==> src/hw/rtl/ura_pkg.sv <==
package ura_pkg;

	// Default operand width
	localparam int unsigned VALUE_WIDTH_DEF = 32;

	// Base commands
	localparam logic [2:0] CMD_BIN    = 3'd0;
	localparam logic [2:0] CMD_OCT    = 3'd1;
	localparam logic [2:0] CMD_DEC    = 3'd2;
	localparam logic [2:0] CMD_HEX_LO = 3'd3;
	localparam logic [2:0] CMD_HEX_UP = 3'd4;

	// ASCII anchors
	localparam logic [7:0] ASCII_ZERO    = 8'h30;
	localparam logic [7:0] ASCII_UPPER_A = 8'h41;
	localparam logic [7:0] ASCII_LOWER_A = 8'h61;
	localparam logic [3:0] DIGIT_TEN     = 4'd10;

	typedef enum logic [1:0] {
		RADIX_BIN,
		RADIX_OCT,
		RADIX_DEC,
		RADIX_HEX
	} radix_t;

	typedef enum logic [1:0] {
		ST_IDLE,
		ST_CONV,
		ST_EMIT
	} state_t;

	// Map one digit (0..15) to its ASCII character
	function automatic logic [7:0] digit_char(input logic [3:0] d, input logic upper);
		logic [7:0] base_c;
		base_c = upper ? ASCII_UPPER_A : ASCII_LOWER_A;
		if (d < DIGIT_TEN) begin
			digit_char = ASCII_ZERO + {4'b0, d};
		end else begin
			digit_char = base_c + {4'b0, d - DIGIT_TEN};
		end
	endfunction

endpackage

==> src/hw/rtl/ura_if.sv <==
interface ura_in_if
	import ura_pkg::*;
#(
	parameter int unsigned VALUE_WIDTH = VALUE_WIDTH_DEF
) ();
	logic                   valid;
	logic                   ready;
	logic [VALUE_WIDTH-1:0] value;
	logic [2:0]             command;

	modport source (output valid, value, command, input ready);
	modport sink   (input valid, value, command, output ready);
endinterface

interface ura_out_if;
	logic       valid;
	logic       ready;
	logic [7:0] character;
	logic       last;

	modport source (output valid, character, last, input ready);
	modport sink   (input valid, character, last, output ready);
endinterface

==> src/hw/rtl/ura_dabble.sv <==
// One shift-and-correct step of binary to BCD conversion over a row of nibbles
module ura_dabble #(
	parameter int unsigned REG_WIDTH = 48
) (
	input  logic [REG_WIDTH-1:0] bcd,
	input  logic                 bit_in,
	output logic [REG_WIDTH-1:0] bcd_next
);

	localparam int unsigned NIBBLES = REG_WIDTH / 4;

	logic [REG_WIDTH-1:0] fixed;

	// Add three to every digit of five or more, then shift in the next bit
	always_comb begin
		for (int i = 0; i < NIBBLES; i++) begin
			if (bcd[i*4 +: 4] >= 4'd5) begin
				fixed[i*4 +: 4] = bcd[i*4 +: 4] + 4'd3;
			end else begin
				fixed[i*4 +: 4] = bcd[i*4 +: 4];
			end
		end
	end

	assign bcd_next = {fixed[REG_WIDTH-2:0], bit_in};

endmodule

==> src/hw/rtl/unsigned_radix_to_ascii_unit.sv <==
// Channel  Modport  Payload                                Role
// item     sink     value[VALUE_WIDTH], command[3]         number and base to convert
// result   source   character[8], last                     ASCII digits, MSD first
//
// The transaction is taken while idle; powers-of-two bases then walk a digit register of
// DIG_WIDTH bits (48 at 32-bit values) one digit position per cycle unless the result stalls:
// DIG_WIDTH positions for binary, /3 for octal, /4 for hex. Decimal first runs the
// shift-and-add-3 loop over all VALUE_WIDTH bits of the value, then emits DIG_WIDTH/4 positions.
// Leading zero positions are skipped one by one; a result stall holds the emitting digit.
// arst_n clears the sequencer and the output valid; a new item is taken once the last
// character of the previous one has moved into the output register.
module unsigned_radix_to_ascii_unit
	import ura_pkg::*;
#(
	parameter int unsigned VALUE_WIDTH = VALUE_WIDTH_DEF
) (
	input  logic      clk,
	input  logic      arst_n,
	ura_in_if.sink    item,
	ura_out_if.source result
);

	// Decimal digits needed for the largest value, then a digit register wide enough
	// for both the BCD image and the raw value, padded to a multiple of 1, 3 and 4
	localparam int unsigned DEC_DIGITS = (VALUE_WIDTH * 30103) / 100000 + 1;
	localparam int unsigned RAW_WIDTH  = (VALUE_WIDTH > 4 * DEC_DIGITS) ?
	                                     VALUE_WIDTH : 4 * DEC_DIGITS;
	localparam int unsigned DIG_WIDTH  = ((RAW_WIDTH + 11) / 12) * 12;
	localparam int unsigned CNT_WIDTH  = $clog2(DIG_WIDTH + 1);

	state_t                 state_q, state_d;
	logic [CNT_WIDTH-1:0]   cnt_q;
	logic                   started_q;
	logic                   out_valid_q;
	logic [7:0]             out_char_q;
	logic                   out_last_q;
	logic [DIG_WIDTH-1:0]   sr_q;
	logic [VALUE_WIDTH-1:0] bin_q;
	radix_t                 mode_q;
	logic                   upper_q;

	radix_t                 cmd_radix;
	logic                   cmd_upper;
	logic                   accept;
	logic [3:0]             nib;
	logic [3:0]             digit;
	logic                   skip;
	logic                   emit_load;
	logic                   emit_last;
	logic [DIG_WIDTH-1:0]   sr_shift;
	logic [DIG_WIDTH-1:0]   sr_dabble;
	logic [CNT_WIDTH-1:0]   emit_count;

	assign accept     = item.valid && item.ready;
	assign item.ready = (state_q == ST_IDLE);

	// Decode the base; unused codes fall back to decimal
	always_comb begin
		cmd_upper = 1'b0;
		unique case (item.command)
			CMD_BIN:    cmd_radix = RADIX_BIN;
			CMD_OCT:    cmd_radix = RADIX_OCT;
			CMD_HEX_LO: cmd_radix = RADIX_HEX;
			CMD_HEX_UP: begin
				cmd_radix = RADIX_HEX;
				cmd_upper = 1'b1;
			end
			default:    cmd_radix = RADIX_DEC;
		endcase
	end

	// Digit positions in the register for each base
	always_comb begin
		unique case (cmd_radix)
			RADIX_BIN: emit_count = CNT_WIDTH'(DIG_WIDTH);
			RADIX_OCT: emit_count = CNT_WIDTH'(DIG_WIDTH / 3);
			default:   emit_count = CNT_WIDTH'(DIG_WIDTH / 4);
		endcase
	end

	ura_dabble #(
		.REG_WIDTH (DIG_WIDTH)
	) u_dabble (
		.bcd      (sr_q),
		.bit_in   (bin_q[VALUE_WIDTH-1]),
		.bcd_next (sr_dabble)
	);

	// Next state
	always_comb begin
		state_d = state_q;
		unique case (state_q)
			ST_IDLE: begin
				if (accept) begin
					state_d = (cmd_radix == RADIX_DEC) ? ST_CONV : ST_EMIT;
				end
			end
			ST_CONV: begin
				if (cnt_q == CNT_WIDTH'(1)) begin
					state_d = ST_EMIT;
				end
			end
			ST_EMIT: begin
				if (emit_load && emit_last) begin
					state_d = ST_IDLE;
				end
			end
			default: state_d = ST_IDLE;
		endcase
	end

	// Emission control: pick the top digit, drop leading zeros, load the output stage
	always_comb begin
		nib = sr_q[DIG_WIDTH-1 -: 4];
		unique case (mode_q)
			RADIX_BIN: begin
				digit    = {3'b0, nib[3]};
				sr_shift = sr_q << 1;
			end
			RADIX_OCT: begin
				digit    = {1'b0, nib[3:1]};
				sr_shift = sr_q << 3;
			end
			default: begin
				digit    = nib;
				sr_shift = sr_q << 4;
			end
		endcase
		emit_last = (cnt_q == CNT_WIDTH'(1));
		skip      = (state_q == ST_EMIT) && (digit == 4'd0) && !started_q && !emit_last;
		emit_load = (state_q == ST_EMIT) && !skip && (!out_valid_q || result.ready);
	end

	// Control registers
	always_ff @(posedge clk or negedge arst_n) begin
		if (!arst_n) begin
			state_q     <= ST_IDLE;
			cnt_q       <= '0;
			started_q   <= 1'b0;
			out_valid_q <= 1'b0;
		end else begin
			state_q <= state_d;
			unique case (state_q)
				ST_IDLE: begin
					if (accept) begin
						cnt_q     <= (cmd_radix == RADIX_DEC) ?
						             CNT_WIDTH'(VALUE_WIDTH) : emit_count;
						started_q <= 1'b0;
					end
				end
				ST_CONV: begin
					// Switch the counter over to decimal digit positions at the end
					cnt_q <= (cnt_q == CNT_WIDTH'(1)) ?
					         CNT_WIDTH'(DIG_WIDTH / 4) : cnt_q - CNT_WIDTH'(1);
				end
				ST_EMIT: begin
					if (skip || emit_load) begin
						cnt_q <= cnt_q - CNT_WIDTH'(1);
					end
					if (emit_load) begin
						started_q <= 1'b1;
					end
				end
				default: ;
			endcase
			if (emit_load) begin
				out_valid_q <= 1'b1;
			end else if (result.ready) begin
				out_valid_q <= 1'b0;
			end
		end
	end

	// Datapath registers
	always_ff @(posedge clk) begin
		if (accept) begin
			mode_q  <= cmd_radix;
			upper_q <= cmd_upper;
			bin_q   <= item.value;
			sr_q    <= (cmd_radix == RADIX_DEC) ? '0 : DIG_WIDTH'(item.value);
		end else if (state_q == ST_CONV) begin
			bin_q <= {bin_q[VALUE_WIDTH-2:0], 1'b0};
			sr_q  <= sr_dabble;
		end else if (skip || emit_load) begin
			sr_q <= sr_shift;
		end
		if (emit_load) begin
			out_char_q <= digit_char(digit, upper_q);
			out_last_q <= emit_last;
		end
	end

	assign result.valid     = out_valid_q;
	assign result.character = out_char_q;
	assign result.last      = out_last_q;

	// The position counter never runs dry while converting or emitting
	a_cnt_live: assert property (@(posedge clk) disable iff (!arst_n)
		(state_q == ST_CONV || state_q == ST_EMIT) |-> cnt_q != '0)
		else $error("digit counter empty while busy");

	// Loading the final character frees the unit
	a_last_idle: assert property (@(posedge clk) disable iff (!arst_n)
		(emit_load && emit_last) |=> state_q == ST_IDLE)
		else $error("unit still busy after final character");

	// An accepted transaction always starts work
	a_accept_busy: assert property (@(posedge clk) disable iff (!arst_n)
		accept |=> state_q != ST_IDLE)
		else $error("accepted transaction left unit idle");

	// No character reaches the output stage during the BCD loop
	a_conv_quiet: assert property (@(posedge clk) disable iff (!arst_n)
		(state_q == ST_CONV) |-> !emit_load)
		else $error("character emitted during conversion");

endmodule

==> src/flat_wrapper.sv <==
// flat-port wrapper written by rule: the top's interface ports become plain ports
module unsigned_radix_to_ascii_unit_flat import ura_pkg::*;
#(
	parameter int unsigned VALUE_WIDTH = VALUE_WIDTH_DEF
)
  (clk, arst_n, item_valid, item_value, item_command, item_ready, result_valid, result_character, result_last, result_ready);
  ura_in_if #(.VALUE_WIDTH(VALUE_WIDTH)) item_i ();
  ura_out_if result_i ();
  input  logic clk;
  input  logic arst_n;
  input wire logic [$bits(item_i.valid)-1:0] item_valid;
  input wire logic [$bits(item_i.value)-1:0] item_value;
  input wire logic [$bits(item_i.command)-1:0] item_command;
  output wire logic [$bits(item_i.ready)-1:0] item_ready;
  output wire logic [$bits(result_i.valid)-1:0] result_valid;
  output wire logic [$bits(result_i.character)-1:0] result_character;
  output wire logic [$bits(result_i.last)-1:0] result_last;
  input wire logic [$bits(result_i.ready)-1:0] result_ready;
  assign item_i.valid = item_valid;
  assign item_i.value = item_value;
  assign item_i.command = item_command;
  assign item_ready = item_i.ready;
  assign result_valid = result_i.valid;
  assign result_character = result_i.character;
  assign result_last = result_i.last;
  assign result_i.ready = result_ready;
  unsigned_radix_to_ascii_unit #(.VALUE_WIDTH(VALUE_WIDTH)) u_core (.clk(clk), .arst_n(arst_n), .item(item_i), .result(result_i));
endmodule
==> config.mk <==
export PLATFORM = sky130hd
export DESIGN_NAME = unsigned_radix_to_ascii_unit_flat
export DESIGN_NICKNAME = d
export VERILOG_FILES = /design/src/hw/rtl/ura_pkg.sv /design/src/hw/rtl/ura_if.sv /design/src/hw/rtl/ura_dabble.sv /design/src/hw/rtl/unsigned_radix_to_ascii_unit.sv /design/src/flat_wrapper.sv
export SDC_FILE = /design/constraint.sdc
export NUM_CORES = 1
export LEC_CHECK = 0
export BUFFER_PORTS_ARGS = -buffer_cell sky130_fd_sc_hd__buf_2
export CORE_ASPECT_RATIO = 0.8
export CORE_UTILIZATION = 25
export CTS_BUF_LIST = sky130_fd_sc_hd__clkbuf_8 sky130_fd_sc_hd__clkbuf_16
export DETAILED_ROUTE_END_ITERATION = 12
export PLACE_DENSITY = 0.45
export SYNTH_ARGS = -nofsm -noshare
export SYNTH_HDL_FRONTEND = slang
export SYNTH_SLANG_ARGS = --single-unit
==> constraint.sdc <==
create_clock -name clk -period 3.7 [get_ports clk]
set_clock_uncertainty 0.2 [all_clocks]
set_input_delay 0.74 -clock clk [delete_from_list [all_inputs] [get_ports clk]]
set_output_delay 0.74 -clock clk [all_outputs]
set_load 0.02 [all_outputs]
==> results of run 1 <==
==> metal layers <==
| layer | track usage | routed length, um | part of all wire | up-vias |
|---|---|---|---|---|
| met4 | 0.0339 | 191 | 0.011 | 0 |
| met2 | 0.201 | 7650 | 0.44 | 69 |
| met1 | 0.175 | 8990 | 0.52 | 2510 |
| met5 | 0 | 0 | 0 | - |
| met3 | 0.0180 | 384 | 0.022 | 15 |
| li1 | - | - | - | 2781 |
==> power groups by stage <==
| stage | sequential [uW] | clock (uW) | combinational [uW] |
|---|---|---|---|
| 2_1_floorplan | 2570 | 0 | 2760 |
| 3_3_place_gp | 2760 | 0 | 3540 |
| 3_5_place_dp | 2750 | 0 | 3550 |
| 4_1_cts | 2730 | 955 | 3570 |
| 5_1_grt | 2850 | 980 | 4030 |
| 6_report | 2740 | 911 | 3510 |
==> layout make-up <==
type,instances,share of cell area
Sequential cell,101,0.379
Tap cell,364,0.0579
Clock inverter,6,0.00620
Multi-Input combinational cell,590,0.470
Timing Repair Buffer,57,0.0407
Clock buffer,9,0.0286
Inverter,36,0.0172
==> how the worst max path moves through the flow <==
stage | start | to | slack, ns | depth (start not counted)
2_1_floorplan | u_core.mode_q[0] | u_core.sr_q[0] | 0.28 | 10
3_3_place_gp | u_core.mode_q[0] | u_core.result.character[3] | 0.85 | 5
3_5_place_dp | u_core.mode_q[0] | u_core.result.character[3] | 0.85 | 5
4_1_cts | u_core.sr_q[46] | u_core.sr_q[29] | 0.83 | 10
5_1_grt | u_core.sr_q[46] | u_core.sr_q[30] | 0.61 | 10
6_report | u_core.sr_q[46] | u_core.sr_q[30] | 0.81 | 10
==> sequential cells by signal, summed over array words and instances, names as in the netlist <==
name	cells
u_core.cnt_q	6
u_core.upper_q	1
u_core.mode_q	2
u_core.result.last	1
u_core.started_q	1
u_core.sr_q	48
u_core.result.character	7
u_core.state_q	2
u_core.result.valid	1
u_core.bin_q	32
==> Yosys cell counts, types with 14 or more instances <==
cell      count  area (um^2)
clkbuf_1     25         93.8
xnor2_1      16          140
a21oi_1      67          335
ha_1         34          425
o21ai_1      15         75.1
nand2b_1     21          131
nor3b_1      14          105
edfxtp_1     91         2730
nand2_1     163          612
nor2_1       28          105
inv_1        35          131
mux2i_1      71          711
o21ai_0      65          325
==> layout by cell type (no fill, tap or decap), types with 7 or more instances in the layout <==
cell       count
nand2_1      161
edfxtp_1      91
mux2i_1       70
a21oi_1       67
o21ai_0       65
buf_2         48
inv_1         35
ha_1          33
nor2_1        28
nand2b_1      21
xnor2_1       16
o21ai_1       15
nor3b_1       14
o22ai_1       13
nor3_1        10
dfrtp_1       10
a211oi_1       9
clkbuf_16      9
buf_4          8
nand3_1        7
==> worst register-to-register path: stages (launching register included) <==
cell      delay (ns)
edfxtp_1        0.52
nand2_1         0.10
nor2_1          0.04
a21oi_1         0.43
ha_1            0.25
nor2b_1         0.25
o221ai_4        0.18
nand2_1         0.09
nand2_1         0.06
nand2_2         0.11
buf_12          0.26
==> cells by family (layout without fill, tap and decap cells) <==
group           count (synthesis)  after routing  share of synthesized area
xor+xnor                       19             19                     0.0238
other cells                     1              1                   0.000536
mux                            74             74                      0.106
buf+inv                        83            108                     0.0472
simple gates                  260            260                      0.164
flops                         101            101                      0.426
fa+ha+maj                      34             34                     0.0608
compound gates                202            202                      0.171
==> stage by stage <==
step | area (um^2) | hold WS (ns) | cells
finish | 7870 | 0.0416 | 1163
global route | 7870 | 0.0546 | 1163
CTS | 7870 | 0.0387 | 1163
detailed placement | 7590 | 0.300 | 1148
global placement | 7590 | 0.298 | 1148
floorplan | 7000 | 0.244 | 774
==> metrics, run 1 <==
synthesis-to-layout area growth=12.4%; Die ar.=0.0287 mm^2; Peak VDD IR=0.000340 V; Sw Share=0.438; Final min period=2.89 ns; Ports=50; clock root cell=clkbuf_16; status=completed; DRT Pass-1 Iters=5; core area=0.0274 mm^2; Cell variety after synth=54; Hold-fix buffers, CTS=0; Final Cycle Share=0.781; Power, Total=7160 uW; reg2reg setup slack=0.81 ns; Critical Path AT=2.71 ns; clock buffer depth=2; Main synth FF type=edfxtp_1; FF-to-FF Start=u_core.sr_q[46]; H-tree Lvls=3; startpoint types=flip-flop; area of the multi-input gates=0.00370 mm^2; final worst slack=0.809 ns; leakage power total=0.00308 uW; largest net degree at the start of global routing=91; cts bufs inserted=9; CTS tree=yes; mean number of vias per cell=4.62; Post-CTS Setup Inserts=0; Pins Over Slew Limit=0; CP dominant cell by count=nand2_1; clk slew on worst S/H paths=0.07 ns; Total GRT Usage=0.125; RSZ-0062 raised after global routing=no; sequential share of power=0.382; Residual DRC=0; vias after detailed routing=5,375; Avg Cell Area, Syn=9.04 um^2; Mapped Area=0.00700 mm^2; row cnt=54; n_diodes=0; R2R cell count=10; final core occ=0.287; Int Power=4020 uW; half-perimeter wire length after placement=11.0 mm; Die W=189 um; vias in the first global route=5,230; syn_nets=847; initial core utilization=0.256; PD cells=911 mW/mm^2; worst path cell trace=nand2_1 -> nor2_1 -> a21oi_1 -> ha_1 -> nor2b_1 -> o221ai_4 -> nand2_1 -> nand2_1 -> nand2_2 -> buf_12; endpoints failing hold=0; register area=0.00298 mm^2; Clk pwr share=0.127; MaxCap Viol Count=0; final WL=17.2 mm; reg2reg end=u_core.sr_q[30]; slew margin rel.=0.414; #FFs+latches synth=101; antenna-violating nets left=0; grt ovf=0; register area share after synthesis=0.426; Post-CTS Resized=0; Post-synth EDFFs=91; synth warn=0; insertion delay to the later sink of the worst-skew pair=0.35 ns; Largest stage delay, worst path=0.52 ns; Final Wtd Congestion=0.786; highest-delay cell along the critical path=edfxtp_1; WL/cell=14.8 um; Initial DRC Count=371; Post-Syn Instances=774; max frequency=0.346 GHz; Comb pwr share=0.491; Die Height=152 um; Crit path max-delay family=simple AND/OR/NAND/NOR gates; share of post-route cells with drive strength above 1=0.106; initial antenna violation count=0; Psw=3140 uW; first-pass GRT wire length=28.3 mm; Filler Cell Count=2,915; clk sink count=101; Post-synth ARST share=0.0990; nets=868; DP Worst Slack=0.855 ns; required time worst endpoint=3.52 ns; worst slew pin tran=0.879 ns; worst path bufs/invs=1; critical path capture point type=flip-flop; CP max FO=48; Final TNS setup=0 ns; Finish-stage setup viols=0; Setup CP Type=reg2reg; Port Buffers=48; min-delay worst type=in2async
Power figures use the tool's default switching activity.
==> run 2: changes to the inputs <==
==> constraint.sdc (replaced) <==
create_clock -name clk -period 2.4 [get_ports clk]
set_clock_uncertainty 0.2 [all_clocks]
set_input_delay 0.48 -clock clk [delete_from_list [all_inputs] [get_ports clk]]
set_output_delay 0.48 -clock clk [all_outputs]
set_load 0.02 [all_outputs]
==> run 2 against run 1 <==
Compared with the run above:
- first-iteration DRC count fell by 0.54%
- fmax is 26% higher
- worst setup slack worse by 0.71 ns
- worst hold slack better by 0.15 ns
- critical path depth down 1
- flip-flop and latch count unchanged
- die area unchanged
- non-clock buffer count is 26 higher
- combinational power rose by 71%
- utilization up 1.1 points
- register-to-register slack got worse by 0.71 ns
- clock-buffer cell count is the same
- critical path type unchanged
- largest cell class unchanged
- largest power group unchanged
==> metrics, run 2 (same netlist as run 1, synthesis figures left out) <==
Die Height=152 um (unchanged); worst slew pin tran=0.501 ns (-0.378 ns); insertion delay to the later sink of the worst-skew pair=0.36 ns (about the same); Largest Register=u_core.sr_q; half-perimeter wire length after placement=11.9 mm (+8.8%); vias in the first global route=5,161 (-1.3%); Die W=189 um (unchanged); Total GRT Usage=0.126 (+0.000397); Final Wtd Congestion=0.762 (-3.1%); Final Cycle Share=0.959 (+0.178); status=completed; Initial DRC Count=369 (-0.54%); initial core utilization=0.256 (unchanged); leakage power total=0.00323 uW (+4.8%); startpoint types=flip-flop; DRT Pass-1 Iters=4 (-1); endpoints failing hold=0 (unchanged); PD cells=1420 mW/mm^2 (+55%); clock root cell=clkbuf_16; Final TNS setup=0 ns (unchanged); largest net degree at the start of global routing=64 (-30%); Die ar.=0.0287 mm^2 (unchanged); row cnt=54 (unchanged); clk slew on worst S/H paths=0.08 ns (about the same); RSZ-0062 raised after global routing=yes; clock buffer depth=2 (unchanged); GR Layer Usage met2=0.185 (-0.0165); most frequent cells in the layout=nand2_1 (160), edfxtp_1 (91), mux2i_1 (70); clk sink count=101 (unchanged); mean number of vias per cell=4.64 (+0.46%); Largest stage delay, worst path=0.47 ns (-0.05 ns); highest-delay cell along the critical path=edfxtp_1; grt ovf=0 (unchanged); required time worst endpoint=2.44 ns (-1.08 ns); Final min period=2.30 ns (-0.589 ns); commonest non-fill, non-tap cell in the layout=nand2_1; min-delay worst type=in2reg; antenna-violating nets left=0 (unchanged); met3 Use GR=0.0166 (-0.00138); Largest register FFs=48 (unchanged); Pins Over Slew Limit=0 (unchanged); CP max FO=4 (-92%); final std cells w/o fill=1,190 (+2.3%); final WL=17.7 mm (+3.0%); max frequency=0.434 GHz (+26%); R2R cell count=9 (-1); vias after detailed routing=5,525 (+2.8%); Hold Crit Depth=3; n_diodes=0 (unchanged); Setup CP Type=reg2reg; worst path cell trace=mux2i_1 -> o21a_1 -> ha_1 -> nor2b_2 -> o221ai_4 -> buf_4 -> nand2_4 -> o21ai_4 -> mux2_1; Filler Cell Count=2,885 (-1.0%); Ports=50 (unchanged); core area=0.0274 mm^2 (unchanged); initial antenna violation count=0 (unchanged); Critical Path AT=2.34 ns (-0.37 ns); Residual DRC=0 (unchanged); Peak VDD IR=0.000467 V (+37%); cts bufs inserted=9 (unchanged); MaxCap Viol Count=0 (unchanged); placed cells=1,171 (+2.0%); share of post-route cells with drive strength above 1=0.138 (+0.0316); first-pass GRT wire length=28.5 mm (+0.73%); nets=894 (+3.0%); CTS tree=yes; Finish-stage setup viols=0 (unchanged); GR Util met1=0.189 (+0.0139); H-tree Lvls=3 (unchanged); critical path capture point type=flip-flop; busiest grt layer=met1; synthesis-to-layout area growth=16.7%; WL/cell=14.9 um (+0.61%); Port Buffers=48 (unchanged); slew margin rel.=0.666 (+0.252)
## run 2: cell type report
cell class                 count  area [um^2]  share of cell area
timing repair buffer          83          593              0.0726
clock buffer                   9          225              0.0276
clock inverter                 7         43.8             0.00536
tap                          364          455              0.0558
sequential                   101         2980               0.365
inverter                      36          139              0.0170
multi-input combinational    590         3730               0.456
## run 2: layer usage
metal  routed length (um)  vias to the layer above
li1                     -                     2850
met1                 9630                     2595
met2                 7480                       70
met3                  427                       10
met4                  196                        0
met5                    0                        -
## run 2: report_power, final
part	switching, uW	internal, uW	total (uW)
Combinational	3390	2600	5990
Sequential	886	3260	4150
Clock	719	698	1420
Total	5000	6560	11600
## run 2: timing repair
| item | 4_1_cts | 5_1_grt |
|---|---|---|
| hold buffers | 1 | 0 |
| gates resized for setup | 0 | 2 |
| buffers inserted | 0 | 1 |
| setup endpoints to repair | 0 | 33 |
| hold endpoints to repair | 10 | 0 |
## run 2: final timing paths
kind	startpoint	endpoint	slack [ns]
max	u_core.mode_q[0]	u_core.cnt_q[0]	0.1
min	item_value[18]	u_core.bin_q[18]	0.19
max reg2reg	u_core.mode_q[0]	u_core.cnt_q[0]	0.1
min reg2reg	u_core.bin_q[18]	u_core.bin_q[19]	0.31
max in group asynchronous	arst_n	u_core.state_q[0]	1.47
min in group asynchronous	arst_n	u_core.cnt_q[1]	0.32
## run 2: per-stage QoR
step / setup WS, ns / hold WS [ns] / area (um^2) / util / total power [uW]
global route: -0.0289 / 0.212 / 8170 / 0.298 / 12600
finish: 0.0981 / 0.194 / 8170 / 0.298 / 11600
global placement: 0.138 / 0.167 / 7850 / 0.287 / 10100
detailed placement: 0.103 / 0.166 / 7850 / 0.287 / 10100
floorplan: 0.0161 / -0.0156 / 7040 / - / 8270
CTS: 0.0730 / 0.180 / 8130 / 0.297 / 11500
## run 2: worst max-delay path: cells and delay by family, from the launching register on
kind	cells	cell delay, ns
compound gates	3	0.43
fa+ha+maj	1	0.18
buf+inv	1	0.16
flops	1	0.47
mux	2	0.49
simple gates	2	0.24
==> run 3: changes to the inputs <==
--- a/config.mk
+++ b/config.mk
@@ -9,8 +9,10 @@
 export CORE_ASPECT_RATIO = 0.8
 export CORE_UTILIZATION = 25
 export CTS_BUF_LIST = sky130_fd_sc_hd__clkbuf_8 sky130_fd_sc_hd__clkbuf_16
+export CTS_CLUSTER_DIAMETER = 200
 export DETAILED_ROUTE_END_ITERATION = 12
 export PLACE_DENSITY = 0.45
+export SETUP_SLACK_MARGIN = 0.5
 export SYNTH_ARGS = -nofsm -noshare
 export SYNTH_HDL_FRONTEND = slang
 export SYNTH_SLANG_ARGS = --single-unit
==> run 3 against run 2 <==
Compared with the run above:
- sequential share of layout area down 6.4 points
- first-iteration DRC count down 3.0%
- non-clock buffer count up 84
- flip-flop and latch count unchanged
- via count up 11%
- worst hold slack better by 0.012 ns
- utilization up 6.4 points
- global-route usage up 1.8 points
- design area up 21%
- final cell count up 7.6%
- critical path type unchanged
- sequential power down 2%
==> metrics, run 3 (same netlist as run 1, synthesis figures left out) <==
R2R cell count=6 (-3); Largest Register=u_core.sr_q; clock root cell=clkbuf_16; vias in the first global route=5,547 (+7.5%); FF-to-FF Start=u_core.mode_q[1]; n_diodes=0 (unchanged); endpoints failing hold=0 (unchanged); core area=0.0274 mm^2 (unchanged); Die Height=152 um (unchanged); Setup CP Type=reg2reg; worst path cell trace=buf_4 -> a21oi_1 -> o221ai_4 -> nand2_2 -> nand2_8 -> nand2_8; vias after detailed routing=6,116 (+11%); Final min period=2.28 ns (-0.0266 ns); DP Worst Slack=-0.0201 ns (-0.123 ns); H-tree Lvls=3 (unchanged); share of post-route cells with drive strength above 1=0.312 (+0.174); final WL=21.2 mm (+20%); cts bufs inserted=9 (unchanged); final worst slack=0.125 ns (+0.0266 ns); grt ovf=0 (unchanged); PD cells=1460 mW/mm^2 (+3.2%); initial core utilization=0.256 (unchanged); Crit path max-delay family=compound AO/OA/AOI/OAI gates; Die ar.=0.0287 mm^2 (unchanged); CP Depth=6 (-3); antenna-violating nets left=0 (unchanged); row cnt=54 (unchanged); startpoint types=flip-flop; clk slew on worst S/H paths=0.08 ns (about the same); hold path endpoint=u_core.bin_q[9]; Die W=189 um (unchanged); WL met2=9.52 mm (+27%); Initial DRC Count=358 (-3.0%); clk sink count=101 (unchanged); met1 wire length=10.9 mm (+13%); insertion delay to the later sink of the worst-skew pair=0.36 ns (about the same); critical path capture point type=flip-flop; clock buffer depth=2 (unchanged); min-delay worst type=in2reg; commonest non-fill, non-tap cell in the layout=nand2_1; most frequent cells in the layout=nand2_1 (155), edfxtp_1 (91), buf_4 (71); Largest stage delay, worst path=0.47 ns (about the same); max frequency=0.440 GHz (+1.2%); half-perimeter wire length after placement=12.0 mm (+0.33%); Critical Path AT=2.14 ns (-0.20 ns); initial antenna violation count=0 (unchanged); Total GRT Usage=0.144 (+0.0183); Final Cycle Share=0.948 (-0.0111); Peak VDD IR=0.000591 V (+27%); WL/cell=16.6 um (+11%); highest-delay cell along the critical path=edfxtp_1; Final TNS setup=0 ns (unchanged); DRT Pass-1 Iters=5 (+1); MaxCap Viol Count=0 (unchanged); synthesis-to-layout area growth=41.6%; first-pass GRT wire length=32.0 mm (+12%); Largest register FFs=48 (unchanged); Port Buffers=48 (unchanged); Pins Over Slew Limit=0 (unchanged); CP max FO=9 (+5); Final Wtd Congestion=0.757 (-0.70%); nets=985 (+10%); Ports=50 (unchanged); largest net degree at the start of global routing=57 (-11%); Finish-stage setup viols=0 (unchanged); Residual DRC=0 (unchanged); mean number of vias per cell=4.77 (+2.8%); Top Layer Used=met4; leakage power total=0.00398 uW (+23%); Hold Crit Depth=3 (unchanged); reg2reg setup slack=0.12 ns (+0.03 ns); min-delay src=item_value[9]; worst path bufs/invs=1 (unchanged); reg2reg end=u_core.sr_q[1]; WL met3=598 um (+40%); CTS tree=yes; required time worst endpoint=2.26 ns (-0.18 ns); CP dominant cell by count=nand2_8; RSZ-0062 raised after global routing=yes; status=completed
## run 3: final cells by class
| type | instances | area [um^2] |
|---|---|---|
| tap | 364 | 455 |
| inverter | 36 | 144 |
| fill | 2757 | 17500 |
| sequential | 101 | 2990 |
| clock buffer | 9 | 225 |
| multi-input combinational | 597 | 4370 |
| timing repair buffer | 167 | 1670 |
| clock inverter | 7 | 65.1 |
## run 3: worst max-delay path by stage
| stage | slack (ns) | endpoint | start |
|---|---|---|---|
| detailed placement | -0.02 | u_core.result.character[2] | u_core.mode_q[0] |
| floorplan | 0.06 | u_core.sr_q[0] | u_core.mode_q[0] |
| finish | 0.12 | u_core.sr_q[1] | u_core.mode_q[1] |
| global route | 0.05 | u_core.sr_q[1] | u_core.mode_q[0] |
| global placement | 0.05 | u_core.result.character[2] | u_core.mode_q[0] |
| CTS | 0.13 | u_core.sr_q[9] | u_core.mode_q[0] |
## run 3: layer usage
metal,global-route usage,vias to the layer above
li1,-,3046
met1,0.218,2941
met2,0.216,116
met3,0.0164,13
met4,0.0347,0
met5,0,-
## run 3: worst min-delay path: cells and delay by family
family	cells	cell delay [ns]
buf+inv	1	0.09
simple gates	2	0.09
## run 3: repair_timing
item	4_1_cts	5_1_grt
gates cloned	14	4
resized for setup	89	104
hold buffers	1	0
setup endpoints to repair	118	152
buffers inserted	52	27
pin swaps	22	65
hold endpoints to repair	10	0
## run 3: per-stage QoR
step / hold WS, ns / total power, uW / instance area (um^2) / instances / util
global route: 0.214 / 15500 / 9910 / 1281 / 0.362
CTS: 0.192 / 13500 / 9250 / 1250 / 0.338
global placement: 0.160 / 10000 / 7830 / 1167 / 0.286
detailed placement: 0.158 / 10000 / 7830 / 1167 / 0.286
finish: 0.205 / 14500 / 9910 / 1281 / 0.362
floorplan: -0.0156 / 8380 / 7110 / 774 / -
## run 3: power breakdown
| group | switching [uW] | internal [uW] |
|---|---|---|
| Sequential | 799 | 3260 |
| Combinational | 4660 | 4230 |
| Clock | 715 | 808 |
